==> config.mk <==
export PLATFORM = sky130hd
export DESIGN_NAME = sits_merge
export DESIGN_NICKNAME = d
export VERILOG_FILES = /design/src/rtl/sits_pkg.sv /design/src/rtl/sits_merge.sv
export SDC_FILE = /design/constraint.sdc
export NUM_CORES = 1
export LEC_CHECK = 0
export BUFFER_PORTS_ARGS = -buffer_cell sky130_fd_sc_hd__buf_2
export CAP_MARGIN = 20
export CORE_MARGIN = 5
export CORE_UTILIZATION = 34
export DETAILED_ROUTE_END_ITERATION = 10
export PLACE_DENSITY = 0.72
export SYNTH_ARGS = -nofsm -noshare
export SYNTH_HDL_FRONTEND = slang
export SYNTH_SLANG_ARGS = --single-unit
==> constraint.sdc <==
create_clock -name clk -period 1.3 [get_ports clk]
set_input_delay 0.065 -clock clk [delete_from_list [all_inputs] [get_ports clk]]
set_output_delay 0.065 -clock clk [all_outputs]
set_load 0.005 [all_outputs]
==> src/rtl/sits_pkg.sv <==
`timescale 1ns / 1ps
// Shared types and constants for the two-axis saved-index table search.
// This package has no dependencies. Every other file in rtl but sits_ram imports it.
package sits_pkg;

	localparam int TABLE_DEPTH = 256;
	localparam int ADDR_W      = $clog2(TABLE_DEPTH);
	localparam int VALUE_W     = 32;
	localparam int COUNT_W     = 9;
	localparam int INDEX_W     = COUNT_W + 1;
	localparam int PADDR_W     = 3;
	localparam int PDATA_W     = 32;
	localparam int OP_W        = 2;
	localparam int S_DATA_W    = 104;
	localparam int M_DATA_W    = 24;

	localparam logic [OP_W-1:0] OP_WR_X = 2'd0;
	localparam logic [OP_W-1:0] OP_WR_Y = 2'd1;
	localparam logic [OP_W-1:0] OP_FIND = 2'd2;

	localparam logic REG_X_COUNT = 1'b0;
	localparam logic REG_Y_COUNT = 1'b1;

	typedef struct packed {
		logic               done;
		logic [INDEX_W-1:0] index;
		logic               oor;
	} sits_res_t;

endpackage

==> src/rtl/sits_merge.sv <==
`timescale 1ns / 1ps
// Merging stage: joins the two lane results into one output beat register.
// Depends on sits_pkg.
module sits_merge (
	input  logic                          clk,
	input  logic                          arst_n,
	input  sits_pkg::sits_res_t           x_res,
	input  sits_pkg::sits_res_t           y_res,
	output logic                          ack,
	output logic                          m_tvalid,
	input  logic                          m_tready,
	output logic [sits_pkg::M_DATA_W-1:0] m_tdata
);
	import sits_pkg::*;

	logic                m_tvalid_q;
	logic [M_DATA_W-1:0] m_tdata_q;

	assign ack = x_res.done && y_res.done && (!m_tvalid_q || m_tready);

	always_ff @(posedge clk or negedge arst_n) begin
		if (!arst_n) begin
			m_tvalid_q <= 1'b0;
		end else if (ack) begin
			m_tvalid_q <= 1'b1;
		end else if (m_tready) begin
			m_tvalid_q <= 1'b0;
		end
	end

	always_ff @(posedge clk) begin
		if (ack) begin
			m_tdata_q <= {3'b000, x_res.oor || y_res.oor, y_res.index, x_res.index};
		end
	end

	assign m_tvalid = m_tvalid_q;
	assign m_tdata  = m_tdata_q;

endmodule

==> After elaboration in Yosys (flattened, before gate mapping) <==
Index checks and enable logic that the tools add are counted.
Widths: inputs -> output; s select.
{ "classes": {"muxes": 2, "reduce_logical": 6} }
{ "op_table": {"columns": ["cell", "count"], "rows": [
  ["$logic_and 1x1->1", 2],
  ["$logic_or 1x1->1", 2],
  ["$mux 1", 2],
  ["$reduce_bool 2->1", 1],
  ["$logic_not 1->1", 1]
]} }
{ "totals": {"regBits": 22, "in_bits": 27, "output_inout_bits": 26, "elab_cells": 10} }

==> Logic depth before layout (Yosys ltp) <==
{ "depth": {"word_depth": 4, "ltp_mapped": 2, "mapped_depth_nobuf": 2} }

==> Worst setup path before layout <==
Ideal clock, no wire load.
{ "synth_timing": {"path_type": "register to register", "from": "reg m_tvalid_q, in the netlist m_tvalid", "to": "reg m_tdata_q[0], in the netlist m_tdata[0] (enable)", "setup_ns": 0.387, "arrival_ns": 1.113, "required_ns": 0.913, "setup_slack_ns": -0.200, "stages_incl_launch_ff": 2, "path_buffers": 0, "synth_period_minus_slack_ns": 1.500, "cell_sequence": "dfrtp_1 -> a21oi_2"} }
{ "synth_via": {"elab_chain_cells": 3} }
{ "synth_rtl": {"columns": ["item", "line", "text"], "rows": [
  ["from (decl)", "sits_merge.sv:16", "logic m_tvalid_q;"],
  ["from (signal assigned)", "sits_merge.sv:23", "m_tvalid_q <= 1'b0;"],
  ["from (signal assigned)", "sits_merge.sv:25", "m_tvalid_q <= 1'b1;"],
  ["from (signal assigned)", "sits_merge.sv:27", "m_tvalid_q <= 1'b0;"],
  ["$logic_not 1->1", "sits_merge.sv:19", "assign ack = x_res.done && y_res.done && (!m_tvalid_q || m_tready);"],
  ["$logic_or 1x1->1", "sits_merge.sv:19", null],
  ["$logic_and 1x1->1", "sits_merge.sv:19", null],
  ["net ack", "sits_merge.sv:9", "output logic ack,"],
  ["to (signal assigned)", "sits_merge.sv:33", "m_tdata_q <= {3'b000, x_res.oor || y_res.oor, y_res.index, x_res.index};"],
  ["to (decl)", "sits_merge.sv:17", "logic [M_DATA_W-1:0] m_tdata_q;"]
]} }
The timed path passes the listed nets, and every way through them passes these cells.
A chain may end at the register's enable or synchronous reset.

==> Worst setup path after layout <==
{ "layout_timing": {"from": "reg m_tvalid_q, in the netlist m_tvalid", "to": "out ack"} }
{ "layout_via": {"elab_chain_cells": 3} }
{ "layout_rtl": {"columns": ["item", "line"], "rows": [
  ["$logic_not 1->1", "sits_merge.sv:19"],
  ["$logic_or 1x1->1", "sits_merge.sv:19"],
  ["$logic_and 1x1->1", "sits_merge.sv:19"],
  ["to (decl)", "sits_merge.sv:9"]
]} }
Every way passes these cells.

==> results.cfg <==
[outcome]
outcome = completed

[yosys]
ys_ff_latch = 22
synth_cells = 32
yosys.area.top_type = edfxtp_1
syn_area_sq_um = 717
avgSynthCellArea_sq_um = 22.4
synthDominantCellAreaShare = 0.880
netlist-cell-type-count = 9
ys_warn_count = 0
synth_seq_area_share = 0.914
synth_area_leaders = edfxtp_1, dfrtp_1, buf_4, a21oi_2, o21ai_2

[global_route]
overflow = 0
antenna_found_initial = 0
grt_max_degree = 23
grt.total_usage = 0.102
grt_pass1_vias = 570
grt_pass1_wl_mm = 2.46

[cts]
clockBufferDepth = 2
root_buffer = clkbuf_4
h-tree-depth = 1
cts_sinks = 22
numCtsBuffers = 3
cts_tree = built
insertion_delay_ps = 290
cts_resized = 0
path_clk_slew_ps = 110

[timing]
fin_hold_ws_ps = 14.2
finalMaxSlewViolations = 0
rsz0062_at_grt = false
hold_viol = 0
min_period_over_period = 0.915
setup_ws_ps = 111
final-setup-viol-count = 0
fin_skew_ps = 4.10
timing.fmax_mhz = 841
setup_tns_ps = 0
fin_crit_ps = 1190

[final_layout]
diodes = 0
nNetsFinal = 140
final_area_sq_um = 1310
syn_to_final_growth_pct = 82.7
utilization = 0.661
final_cells = 139
drive_above_1_share = 0.536

[die]
ios = 53
start_util = 0.362
die-area_sq_um = 3130
fp.dieW_um = 55.9
core-area_sq_um = 1980
chipHeight_um = 55.9
num_rows = 16

[place]
dp_slack_ps = 262
dp_hpwl_mm = 1.08
port_buffers = 49
place_area_sq_um = 1010
gp_congestion = 0.652
place_inst = 108

[setup_path]
path_class = flop to primary output
crit_path_start_kind = flop
end_kind = primary output
cp_data_required_time_ps = 1240
r2r_slack_ps = 120
cp.arrival_ps = 1120
path_max_fanout = 3

[power_and_ir_drop]
fin_total_pwr_mw = 1.30
leakagePower_nw = 0.577
powerDensity_nw_per_um2 = 991
ir_drop_uv = 770

[flow_run]
cap_violations = 0

[route]
drtPass1Iterations = 4
vias = 547
detail_route.wl_per_cell_um = 11.7
drc_errors = 0
ant_nets = 0
via_per_inst = 3.94
drt_iter0_drc = 9
finalWirelength_mm = 1.63

[min_path]
hold_path.class = input port to flop
## final cells by class
cell class,count,area [sq um]
Multi-Input combinational cell,7,46.3
Fill cell,144,672
Clock buffer,4,26.3
Inverter,2,7.51
Timing Repair Buffer,77,541
Tap cell,27,33.8
Sequential cell,22,656
## routing by layer
| layer | track usage | up-vias | wire [um] |
|---|---|---|---|
| li1 | - | 270 | - |
| met5 | 0 | - | 0 |
| met4 | 0.0610 | 0 | 21 |
| met1 | 0.0812 | 256 | 491 |
| met3 | 0.0139 | 2 | 93 |
| met2 | 0.220 | 19 | 1020 |
## where the power goes
| part | internal [mW] | switching [mW] |
|---|---|---|
| Sequential | 0.812 | 0.00875 |
| Clock | 0.119 | 0.178 |
| Combinational | 0.118 | 0.0620 |
## registers in the layout, summed over array words and instances, names as in the netlist
register  count
m_tvalid      1
m_tdata      21
## kinds of logic (layout without fill, tap and decap cells)
family	after synthesis	in the layout	share of synthesized area
AO/OA/AOI/OAI	2	2	0.0244
buffers and inverters	5	83	0.0419
AND/OR/NAND/NOR	2	2	0.0140
other	1	3	0.00523
flip-flops	22	22	0.914
## final timing paths
kind,from,end,depth (start not counted)
max reg2reg,m_tvalid,m_tdata[6],3
max,m_tvalid,ack,3
min reg2reg,m_tvalid,m_tvalid,3
min,x_res[0],m_tdata[20],2
min in group asynchronous,arst_n,m_tvalid,2
max in group asynchronous,arst_n,m_tvalid,2
## placed cells by master, fill, tap and decap left out
| cell | Yosys | layout |
|---|---|---|
| or2_1 | 1 | 1 |
| inv_1 | 2 | 2 |
| buf_12 | 0 | 1 |
| clkbuf_16 | 0 | 1 |
| nand2_1 | 1 | 1 |
| o21ai_2 | 1 | 1 |
| dlygate4sd3_1 | 0 | 22 |
| clkbuf_1 | 0 | 1 |
| a21oi_4 | 0 | 1 |
| buf_2 | 0 | 49 |
| buf_4 | 3 | 4 |
| edfxtp_1 | 21 | 21 |
| dfrtp_1 | 1 | 1 |
| conb_1 | 1 | 3 |
| clkbuf_4 | 0 | 3 |
## synthesized netlist by cell type
cell and instances:
or2_1 1, conb_1 1, buf_4 3, edfxtp_1 21, nand2_1 1, o21ai_2 1, a21oi_2 1, inv_1 2
dfrtp_1 1
## worst max-delay path, cell delays in order, from the launching register on
cell and delay [ps]:
dfrtp_1 430, a21oi_4 190, buf_12 120, buf_2 100
## repair_timing
action	CTS	global route
endpoints found under the setup margin	0	1
setup buffers	0	4
hold buffers	22	0
endpoints found under the hold margin	22	0
(Power assumes the default switching activity.)
